**src/gzip_member_deframer_defines.svh**
```systemverilog
// Assertion helpers shared by the deframer modules.
`ifndef GZIP_MEMBER_DEFRAMER_DEFINES_SVH
`define GZIP_MEMBER_DEFRAMER_DEFINES_SVH

// Same-cycle implication, checked outside reset.
`define GMD_ASSERT(label, ante, cons) \
  label: assert property (@(posedge clk_i) disable iff (!rst_ni) (ante) |-> (cons)) \
    else $error("deframer check failed");

// Next-cycle implication, checked outside reset.
`define GMD_ASSERT_NEXT(label, ante, cons) \
  label: assert property (@(posedge clk_i) disable iff (!rst_ni) (ante) |=> (cons)) \
    else $error("deframer check failed");

`endif

```
**src/gmd_pkg.sv**
```systemverilog
package gmd_pkg;

  localparam int TRAILER_BYTES = 8;
  localparam int FILL_W        = $clog2(TRAILER_BYTES + 1);
  localparam int FIFO_DEPTH    = 4;
  localparam int FIFO_PTR_W    = $clog2(FIFO_DEPTH);
  localparam int FIFO_CNT_W    = $clog2(FIFO_DEPTH + 1);

  localparam logic [7:0] ID1_BYTE = 8'h1F;
  localparam logic [7:0] ID2_BYTE = 8'h8B;
  localparam logic [7:0] CM_DEFLATE = 8'd8;

  // bit positions in the kept flag nibble (FLG bits 1..4)
  localparam int FL_HCRC    = 0;
  localparam int FL_EXTRA   = 1;
  localparam int FL_NAME    = 2;
  localparam int FL_COMMENT = 3;

  typedef enum logic [1:0] {
    KIND_PAYLOAD = 2'd0,
    KIND_TRAILER = 2'd1,
    KIND_ERROR   = 2'd2
  } kind_e;

  typedef enum logic [1:0] {
    ERR_MAGIC    = 2'd0,
    ERR_METHOD   = 2'd1,
    ERR_RESERVED = 2'd2,
    ERR_TRUNC    = 2'd3
  } err_e;

  typedef enum logic [3:0] {
    PH_ID1, PH_ID2, PH_CM, PH_FLG, PH_MTIME, PH_XFL, PH_OS,
    PH_XLEN_LO, PH_XLEN_HI, PH_XDATA, PH_FNAME, PH_FCOMMENT, PH_HCRC,
    PH_PAYLOAD, PH_HALT
  } phase_e;

  typedef struct packed {
    kind_e       kind;
    logic [7:0]  payload;
    logic [31:0] crc;
    logic [31:0] isize;
    err_e        err;
    logic        last;
  } res_t;

  typedef struct packed {
    logic [1:0] n;
    res_t       r0;
    res_t       r1;
  } push_t;

endpackage

```
**src/gmd_parser.sv**
```systemverilog
`include "gzip_member_deframer_defines.svh"

module gmd_parser (
  input  logic          clk_i,
  input  logic          rst_ni,
  input  logic          in_valid_i,
  output logic          in_stall_o,
  input  logic [7:0]    in_byte_i,
  input  logic          is_final_i,
  input  logic          room_i,
  output gmd_pkg::push_t push_o
);
  import gmd_pkg::*;

  logic                               in_valid_q, in_valid_d;
  logic [7:0]                         byte_q;
  logic                               fin_q;
  phase_e                             phase_q, phase_d;
  logic [3:0]                         pend_q, pend_d;
  logic [15:0]                        fc_q, fc_d;
  logic [FILL_W-1:0]                  fill_q, fill_d;
  logic [TRAILER_BYTES-1:0][7:0]      tb_q, tb_d;

  logic  accept, proc, nf, err_hit, pay_hit, has_tail;
  err_e  err_c;
  res_t  pay_r, tres;

  assign proc       = in_valid_q & room_i;
  assign in_stall_o = in_valid_q & ~proc;
  assign accept     = in_valid_i & ~in_stall_o;
  assign in_valid_d = accept | (in_valid_q & ~proc);

  always_comb begin
    phase_d  = phase_q;
    pend_d   = pend_q;
    fc_d     = fc_q;
    fill_d   = fill_q;
    tb_d     = tb_q;
    nf       = 1'b0;
    err_hit  = 1'b0;
    err_c    = ERR_MAGIC;
    pay_hit  = 1'b0;
    has_tail = 1'b0;
    pay_r    = '0;
    tres     = '0;
    push_o   = '0;

    if (proc && phase_q != PH_HALT) begin
      case (phase_q)
        PH_ID1: begin
          if (byte_q != ID1_BYTE) begin
            err_hit = 1'b1;
          end else begin
            phase_d = PH_ID2;
          end
        end
        PH_ID2: begin
          if (byte_q != ID2_BYTE) begin
            err_hit = 1'b1;
          end else begin
            phase_d = PH_CM;
          end
        end
        PH_CM: begin
          if (byte_q != CM_DEFLATE) begin
            err_hit = 1'b1;
            err_c   = ERR_METHOD;
          end else begin
            phase_d = PH_FLG;
          end
        end
        PH_FLG: begin
          if (byte_q[7:5] != 3'b000) begin
            err_hit = 1'b1;
            err_c   = ERR_RESERVED;
          end else begin
            pend_d  = byte_q[4:1];
            fc_d    = 16'd4;
            phase_d = PH_MTIME;
          end
        end
        PH_MTIME: begin
          fc_d = fc_q - 16'd1;
          if (fc_d == 16'd0) phase_d = PH_XFL;
        end
        PH_XFL:     phase_d = PH_OS;
        PH_OS:      nf = 1'b1;
        PH_XLEN_LO: begin
          fc_d    = {8'd0, byte_q};
          phase_d = PH_XLEN_HI;
        end
        PH_XLEN_HI: begin
          fc_d = {byte_q, fc_q[7:0]};
          if (fc_d == 16'd0) begin
            nf = 1'b1;
          end else begin
            phase_d = PH_XDATA;
          end
        end
        PH_XDATA, PH_HCRC: begin
          fc_d = fc_q - 16'd1;
          if (fc_d == 16'd0) nf = 1'b1;
        end
        PH_FNAME, PH_FCOMMENT: begin
          if (byte_q == 8'd0) nf = 1'b1;
        end
        PH_PAYLOAD: begin
          tb_d = {byte_q, tb_q[TRAILER_BYTES-1:1]};
          if (fill_q < FILL_W'(TRAILER_BYTES)) begin
            fill_d = fill_q + FILL_W'(1);
          end else begin
            pay_hit = 1'b1;
          end
        end
        default: phase_d = PH_HALT;
      endcase

      if (nf) begin
        if (pend_q[FL_EXTRA]) begin
          pend_d[FL_EXTRA] = 1'b0;
          phase_d          = PH_XLEN_LO;
        end else if (pend_q[FL_NAME]) begin
          pend_d[FL_NAME] = 1'b0;
          phase_d         = PH_FNAME;
        end else if (pend_q[FL_COMMENT]) begin
          pend_d[FL_COMMENT] = 1'b0;
          phase_d            = PH_FCOMMENT;
        end else if (pend_q[FL_HCRC]) begin
          pend_d[FL_HCRC] = 1'b0;
          fc_d            = 16'd2;
          phase_d         = PH_HCRC;
        end else begin
          pend_d  = '0;
          phase_d = PH_PAYLOAD;
        end
      end

      tres.last = 1'b1;
      if (err_hit) begin
        has_tail  = 1'b1;
        tres.kind = KIND_ERROR;
        tres.err  = err_c;
        phase_d   = PH_HALT;
      end else if (fin_q) begin
        has_tail = 1'b1;
        if (phase_d == PH_PAYLOAD && fill_d == FILL_W'(TRAILER_BYTES)) begin
          tres.kind  = KIND_TRAILER;
          tres.crc   = tb_d[3:0];
          tres.isize = tb_d[TRAILER_BYTES-1:4];
          phase_d    = PH_ID1;
          pend_d     = '0;
          fc_d       = '0;
          fill_d     = '0;
        end else begin
          tres.kind = KIND_ERROR;
          tres.err  = ERR_TRUNC;
          phase_d   = PH_HALT;
        end
      end

      pay_r.kind    = KIND_PAYLOAD;
      pay_r.payload = tb_q[0];
      pay_r.last    = ~has_tail;

      if (pay_hit) begin
        push_o.r0 = pay_r;
        push_o.r1 = tres;
        push_o.n  = has_tail ? 2'd2 : 2'd1;
      end else begin
        push_o.r0 = tres;
        push_o.n  = has_tail ? 2'd1 : 2'd0;
      end
    end
  end

  always_ff @(posedge clk_i or negedge rst_ni) begin
    if (!rst_ni) begin
      in_valid_q <= 1'b0;
      phase_q    <= PH_ID1;
      pend_q     <= '0;
      fc_q       <= '0;
      fill_q     <= '0;
    end else begin
      in_valid_q <= in_valid_d;
      phase_q    <= phase_d;
      pend_q     <= pend_d;
      fc_q       <= fc_d;
      fill_q     <= fill_d;
    end
  end

  always_ff @(posedge clk_i) begin
    if (accept) begin
      byte_q <= in_byte_i;
      fin_q  <= is_final_i;
    end
    tb_q <= tb_d;
  end

  `GMD_ASSERT_NEXT(a_err_halts, proc && err_hit, phase_q == PH_HALT)
  `GMD_ASSERT(a_pair_order, push_o.n == 2'd2, push_o.r0.kind == KIND_PAYLOAD && push_o.r1.last)
  `GMD_ASSERT_NEXT(a_trailer_rearms, proc && has_tail && tres.kind == KIND_TRAILER, phase_q == PH_ID1 && fill_q == '0)

endmodule

```
**src/gmd_out_fifo.sv**
```systemverilog
`include "gzip_member_deframer_defines.svh"

module gmd_out_fifo (
  input  logic           clk_i,
  input  logic           rst_ni,
  input  gmd_pkg::push_t push_i,
  output logic           room_o,
  output logic           out_valid_o,
  input  logic           out_stall_i,
  output gmd_pkg::res_t  head_o
);
  import gmd_pkg::*;

  res_t                  mem_q [FIFO_DEPTH];
  logic [FIFO_PTR_W-1:0] wptr_q, wptr_d, rptr_q, rptr_d;
  logic [FIFO_CNT_W-1:0] count_q, count_d;
  logic                  pop;

  assign out_valid_o = count_q != '0;
  assign head_o      = mem_q[rptr_q];
  assign pop         = out_valid_o & ~out_stall_i;
  assign room_o      = count_q <= FIFO_CNT_W'(FIFO_DEPTH - 2);

  always_comb begin
    wptr_d  = wptr_q + FIFO_PTR_W'(push_i.n);
    rptr_d  = rptr_q + FIFO_PTR_W'(pop);
    count_d = count_q + FIFO_CNT_W'(push_i.n) - FIFO_CNT_W'(pop);
  end

  always_ff @(posedge clk_i or negedge rst_ni) begin
    if (!rst_ni) begin
      wptr_q  <= '0;
      rptr_q  <= '0;
      count_q <= '0;
    end else begin
      wptr_q  <= wptr_d;
      rptr_q  <= rptr_d;
      count_q <= count_d;
    end
  end

  always_ff @(posedge clk_i) begin
    if (push_i.n != 2'd0) mem_q[wptr_q] <= push_i.r0;
    if (push_i.n == 2'd2) mem_q[wptr_q + FIFO_PTR_W'(1)] <= push_i.r1;
  end

  `GMD_ASSERT(a_no_overflow, push_i.n != 2'd0, room_o)
  `GMD_ASSERT(a_count_bound, 1'b1, count_q <= FIFO_CNT_W'(FIFO_DEPTH))
  `GMD_ASSERT_NEXT(a_head_steady, out_valid_o && out_stall_i, out_valid_o && $stable(head_o))

endmodule

```
**src/gzip_member_deframer.sv**
```systemverilog
// gzip member deframer.
// Input channel: one member byte per beat (in_byte_i, is_final_i marks the
// last byte of a member), handshake in_valid_i / in_stall_o.
// Output channel: one result per beat, handshake out_valid_o / out_stall_i.
// A result is a payload byte, a trailer report (CRC32 and ISIZE) or an error
// report; last_of_run_o flags the final result caused by one input byte.
// Header bytes give no result unless they are in error; the last eight payload bytes are held back
// and come out as the trailer report on the final byte.
// A taken byte is registered, then parsed once the result queue has room;
// its results are written into the queue and offered from its head.
// Throughput: one byte per cycle while each byte yields at most one result
// and the receiver does not stall; a byte yielding two results costs one
// extra output beat.
// A four-entry result queue decouples the sides; input is stalled when it
// has fewer than two free places, so a stalled receiver backs up to the
// input while the head result holds steady.
// Reset clears the parser to expect a new member and empties the queue.
// After an error the block drops all bytes until reset.
module gzip_member_deframer (
  input  logic        clk_i,
  input  logic        rst_ni,
  input  logic        in_valid_i,
  output logic        in_stall_o,
  input  logic [7:0]  in_byte_i,
  input  logic        is_final_i,
  output logic        out_valid_o,
  input  logic        out_stall_i,
  output logic [1:0]  kind_o,
  output logic [7:0]  payload_byte_o,
  output logic [31:0] trailer_crc_o,
  output logic [31:0] trailer_isize_o,
  output logic [1:0]  error_code_o,
  output logic        last_of_run_o
);
  import gmd_pkg::*;

  push_t push;
  res_t  head;
  logic  room;

  gmd_parser u_parser (
    .clk_i      (clk_i),
    .rst_ni     (rst_ni),
    .in_valid_i (in_valid_i),
    .in_stall_o (in_stall_o),
    .in_byte_i  (in_byte_i),
    .is_final_i (is_final_i),
    .room_i     (room),
    .push_o     (push)
  );

  gmd_out_fifo u_out_fifo (
    .clk_i       (clk_i),
    .rst_ni      (rst_ni),
    .push_i      (push),
    .room_o      (room),
    .out_valid_o (out_valid_o),
    .out_stall_i (out_stall_i),
    .head_o      (head)
  );

  assign kind_o          = head.kind;
  assign payload_byte_o  = head.payload;
  assign trailer_crc_o   = head.crc;
  assign trailer_isize_o = head.isize;
  assign error_code_o    = head.err;
  assign last_of_run_o   = head.last;

endmodule

```
**config.mk**
```make
export PLATFORM = sky130hd
export DESIGN_NAME = gzip_member_deframer
export DESIGN_NICKNAME = d
export VERILOG_FILES = /design/src/gmd_pkg.sv /design/src/gmd_parser.sv /design/src/gmd_out_fifo.sv /design/src/gzip_member_deframer.sv
export VERILOG_INCLUDE_DIRS = /design/src /design/src/src
export SDC_FILE = /design/constraint.sdc
export NUM_CORES = 1
export LEC_CHECK = 0
export BUFFER_PORTS_ARGS = -buffer_cell sky130_fd_sc_hd__buf_2
export CORE_MARGIN = 2
export CORE_UTILIZATION = 30
export CTS_BUF_LIST = sky130_fd_sc_hd__clkbuf_2
export DETAILED_ROUTE_END_ITERATION = 10
export PLACE_DENSITY = 0.55
export SYNTH_ARGS = -nofsm -noshare
export SYNTH_HDL_FRONTEND = slang
export SYNTH_HIERARCHICAL = 1
export SYNTH_SLANG_ARGS = --single-unit
```
**constraint.sdc**
```tcl
create_clock -name clk_i -period 9.35 [get_ports clk_i]
set_input_delay 0.935 -clock clk_i [delete_from_list [all_inputs] [get_ports clk_i]]
set_output_delay 0.935 -clock clk_i [all_outputs]
set_load 0.02 [all_outputs]
```
# After elaboration in Yosys (flattened, before gate mapping)
# Memory sizes are Yosys's and may differ from the RTL's.
# Cells that the tools add are included.
# word_totals
ff_bits	109
latch_bits	0
ram_bits	308
romBits	0
in_bits	13
output_inout_bits	79
elab_cells	161
n_memories	1
# op_classes
add_sub_neg	7
multipliers	0
div_mod_pow	0
order_cmp	2
n_eq_ne	20
shifts	0
muxes	91
bitwise_logic	9
n_reduce_logical	13
# memory_table
name	words	width	rd	rd_clocked_by_memory_dff	wr	line	text
u_out_fifo.mem_q	4	77	1	0	2	gmd_out_fifo.sv:14	res_t mem_q [FIFO_DEPTH];
# op_table
op	n
$mux 64	3
$mux 156	1
$mux 16	9
$mux 4	27
$mux 79	1
$mux 77	1
$mux 66	1
$pmux 16 s4	1
$pmux 4 s9	1
$eq 4x4->1 const B	8
$logic_not 16->1	2
$mux 1	27
$mux 3	7
$mux 2	9
$eq 4x3->1 const B	4
$sub 16x1->16 const B	1
$eq 4x2->1 const B	2
$logic_not 8->1	1
$ne 8x4->1 const B	1
$ne 8x5->1 const B	1
$ne 8x8->1 const B	1
$pmux 1 s4	2
$reduce_bool 3->1	2
$reduce_or 6->1	1
20 further kinds	28

# Logic depth before layout (Yosys ltp)
# depth
word_depth	17
depth_mapped	16

# By module
# The synthesis kept the hierarchy.
# modules_own_cells
module	instances	cells_per_inst	area_each_um2	seq_area_each_um2
gmd_out_fifo	1	788	15379.8	9424.0
gmd_parser	1	702	6326.1	2917.8

# Least setup slack after synthesis
# No wires, ideal clock.
# synth_timing
path_type	reg-to-reg
from	register u_parser.phase_q[0]
to	memory u_out_fifo/mem_q[0][0] (netlist name), enable pin
setup_time_ps	626
t_arrival_ps	9732
path_slack_ps	-1007
stages_incl_launch_ff	12
n_path_buf	4
cell_sequence	dfrtp_1 -> clkbuf_1 -> clkbuf_1 -> nand2b_1 -> nor2_1 -> or2_2 -> clkbuf_1 -> inv_1 -> clkbuf_1 -> and2_1 -> nor2_1 -> o31ai_1
# synth_rtl
element	line	text
start, declared	gmd_parser.sv:18	phase_e phase_q, phase_d;
start signal, assigned	gmd_parser.sv:185	phase_q <= phase_d;
end, declared	gmd_out_fifo.sv:14	

==> results.txt <==
vias after detailed routing -> 13100
Synth top area share -> 52.7%
drt pass-1 iters -> 5
Setup crit end kind -> flop
Clock Latency Late Sink -> 1.18 ns
number of setup buffers added after CTS -> 0
Ys Warns -> 6
HPWL after DPL -> 33.2 mm
top_reg_cell synth -> edfxtp_1
clk buf depth -> 3
wl on met1 -> 24.6 mm
total gr overflow -> 0
VDD IR max -> 0.0961 mV
synthesized area per cell -> 14.6 µm²
Final Skew -> 0.148 ns
Critical Path Slowest Stage Cell -> and3b_4
CP max stage delay -> 0.78 ns
ys async rst share -> 8.63%
largest net degree at the start of global routing -> 66
Finished Layout Cells -> 2658
Post-synth EDFFs -> 381
Setup TNS -> 0 ns
Die X -> 273 µm
GRT Total Usage -> 15.2%
actual slew at the worst max-slew pin -> 1.17 ns
critical path, cell by cell -> or4_1 > or3_1 > o2111ai_1 > o31ai_1 > o21ai_0 > nor2b_1 > inv_1 > ha_1 > and2_1 > nor2b_2 > and3b_4 > a21o_4 > buf_4
worst path arrival time -> 6.55 ns
antenna violations before repair -> 2
H-tree depth -> 3
status -> finished clean
vias in the first global route -> 13700
Yosys reg bits -> 417
Post-Synthesis Cells -> 1490
fraction of layout cells with a size suffix above 1 -> 38.0%
top sig layer -> met4
Final Critical Period -> 5.88 ns
startpoint types -> flop
fin crit share -> 62.9%
die area -> 74500 µm²
area grow syn2layout -> 10.7%
Leakage -> 9.60 nW
Critical Path RT -> 10.02 ns
Worst Path Class, Setup -> flop to flop
FILL cells -> 7059
cell area power density -> 191 nW/µm²
drt initial violations -> 1013
Max Freq -> 0.170 GHz
Critical path buffers and inverters -> 2
crit-path max FO -> 52
routed wl met3 -> 2.74 mm
Total Wirelength -> 56.5 mm
DRT antenna net count -> 0
final instance area -> 24000 µm²
Vert. Die Dim -> 273 µm
Clock transition at path regs -> 0.10 ns
Final Max Slew Viols -> 0
final net count -> 1643
DR WL met2 -> 28.0 mm
vias per inst -> 4.93
routed len/inst -> 21.2 µm
area of the core -> 71600 µm²
clk sinks -> 417
# DRC -> 0
sequential fraction of the synthesis area -> 56.9%
cts repair resizes -> 0
Setup Viol. Count Final -> 0
DP Cell Count -> 2451
Post-Synthesis Cell Area -> 21700 µm²
Final Hold Fails -> 0
slew margin rel. -> 21.7%
Ports -> 92
total of max-cap violations -> 0
Rows -> 98
number of CTS-inserted buffers -> 107
Cell variety after synth -> 69
RSZ-0062 raised after global routing -> no
first-pass GRT wire length -> 85.4 mm
cts hold-fix bufs -> 11
RePlAce Congestion -> 0.844
Root Driver -> clkbuf_2
Yosys top cell by area -> edfxtp_1
number of port buffers -> 91
hold crit path type -> input port to flop
DP Area -> 22900 µm²
critical path's top delay family -> simple AND/OR/NAND/NOR gates
CTS tree -> done
initial core utilization -> 30.3%
Area contributors post-synth -> edfxtp_1, mux2_2, mux4_2
==> report_power, final <==
group	total (mW)	leakage [nW]	internal [mW]	switching (mW)
Sequential	2.21	4.09	2.05	0.157
Combinational	1.10	4.77	0.452	0.643
Clock	1.28	0.731	0.496	0.784
==> kinds of logic (layout without fill, tap and decap cells) <==
family,after synthesis,in the layout,share of synthesized area [%]
xor gates and xnor gates,13,13,0.525
AOI/OAI and AO/OA,102,102,3.13
muxes,450,450,27.6
other,1,10,0.0173
DFF,417,417,56.9
buffers and inverters,187,396,4.51
and+or+nand+nor,311,311,6.82
adders and majority gates,9,9,0.553
==> per-stage QoR <==
step / power (mW) / setup slack (ns) / hold slack, ns / utilization [%]
2_1_floorplan: 2.95 / 1.26 / 0.457 / -
3_3_place_gp: 3.38 / 3.72 / 0.487 / 32.0
3_5_place_dp: 3.38 / 3.60 / 0.498 / 32.0
4_1_cts: 4.70 / 3.46 / 0.0359 / 33.5
5_1_grt: 4.83 / 3.12 / 0.165 / 33.5
6_report: 4.59 / 3.47 / 0.201 / 33.5
==> layer usage <==
| layer | global-route usage (%) | up-vias |
|---|---|---|
| met4 | 5.18 | 0 |
| met2 | 26.1 | 385 |
| met1 | 19.3 | 6646 |
| met5 | 0 | - |
| li1 | - | 5971 |
| met3 | 2.60 | 90 |
==> cell type report <==
type | instances | area (µm²) | share of cell area, %
Multi-Input combinational cell | 893 | 8470 | 35.3
Antenna cell | 2 | 5.00 | 0.0208
Tap cell | 950 | 1190 | 4.95
Sequential cell | 417 | 12300 | 51.4
Inverter | 81 | 305 | 1.27
Clock inverter | 44 | 240 | 1.00
Timing Repair Buffer | 121 | 708 | 2.95
Clock buffer | 150 | 751 | 3.13
==> layout by cell type (no fill, tap or decap), types with 4 or more instances in the layout <==
cell type	instances
a221oi_1	5
nand2_1	42
nor2_1	158
dlygate4sd3_1	11
nor4_1	4
edfxtp_1	381
or3_1	8
conb_1	8
o31ai_1	13
dfrtp_1	34
buf_2	91
buf_4	19
nand2b_1	6
xnor2_1	4
mux2i_1	63
and2_1	12
nor3_1	25
clkinv_1	36
inv_1	78
mux4_2	77
a31oi_1	4
clkinv_2	4
o21ai_0	14
mux2_4	35
clkbuf_2	150
nand4_1	8
nand3_1	7
ha_1	8
mux2_2	239
a21oi_1	27
mux2_1	36
xor2_1	9
o21ai_1	7
nor2_2	5
or4_1	4
==> synth_stat cells (7+ instances only) <==
library cell / instances
edfxtp_1: 381
a21oi_1: 27
xor2_1: 9
nor3_1: 25
and2_1: 12
nor2_1: 159
buf_2: 30
o21ai_1: 7
nand2_1: 43
buf_6: 23
buf_4: 18
ha_1: 8
mux2i_1: 63
dfrtp_1: 36
inv_1: 79
o31ai_1: 14
nand3_1: 8
or3_1: 8
mux2_1: 36
mux2_2: 239
mux4_2: 77
nand4_1: 8
mux2_4: 35
clkbuf_1: 30
o21ai_0: 14
==> state kept, by name, summed over array words and instances (netlist names) <==
register,cells
u_out_fifo/wptr_q,2
u_out_fifo/mem_q,308
u_out_fifo/rptr_q,2
u_parser/tb_q,64
u_parser/phase_q,4
u_parser/byte_q,8
u_parser/fc_q,16
u_parser/pend_q,4
u_parser/fill_q,4
u_parser/in_valid_q,1
u_out_fifo/count_q,3
u_parser/fin_q,1
==> tightest hold or removal path: cells and delay by family <==
kind                      cells  cell delay, ns
xor gates and xnor gates      1            0.13
and+or+nand+nor               1            0.06
buffers and inverters         1            0.11
==> final timing paths <==
check                      depth (start not counted)  slack, ns          startpoint                 endpoint
max                                               13       3.47  u_parser/byte_q[6]  u_out_fifo/mem_q[2][71]
min                                                3       0.20         out_stall_i     u_out_fifo/rptr_q[0]
max reg2reg                                       13       3.47  u_parser/byte_q[6]  u_out_fifo/mem_q[2][71]
min reg2reg                                        1       0.51  u_parser/fill_q[2]       u_parser/fill_q[2]
max in group asynchronous                          2       8.19              rst_ni     u_out_fifo/rptr_q[1]
min in group asynchronous                          2       0.43              rst_ni         u_parser/fc_q[7]
Power figures use the tool's default switching activity.
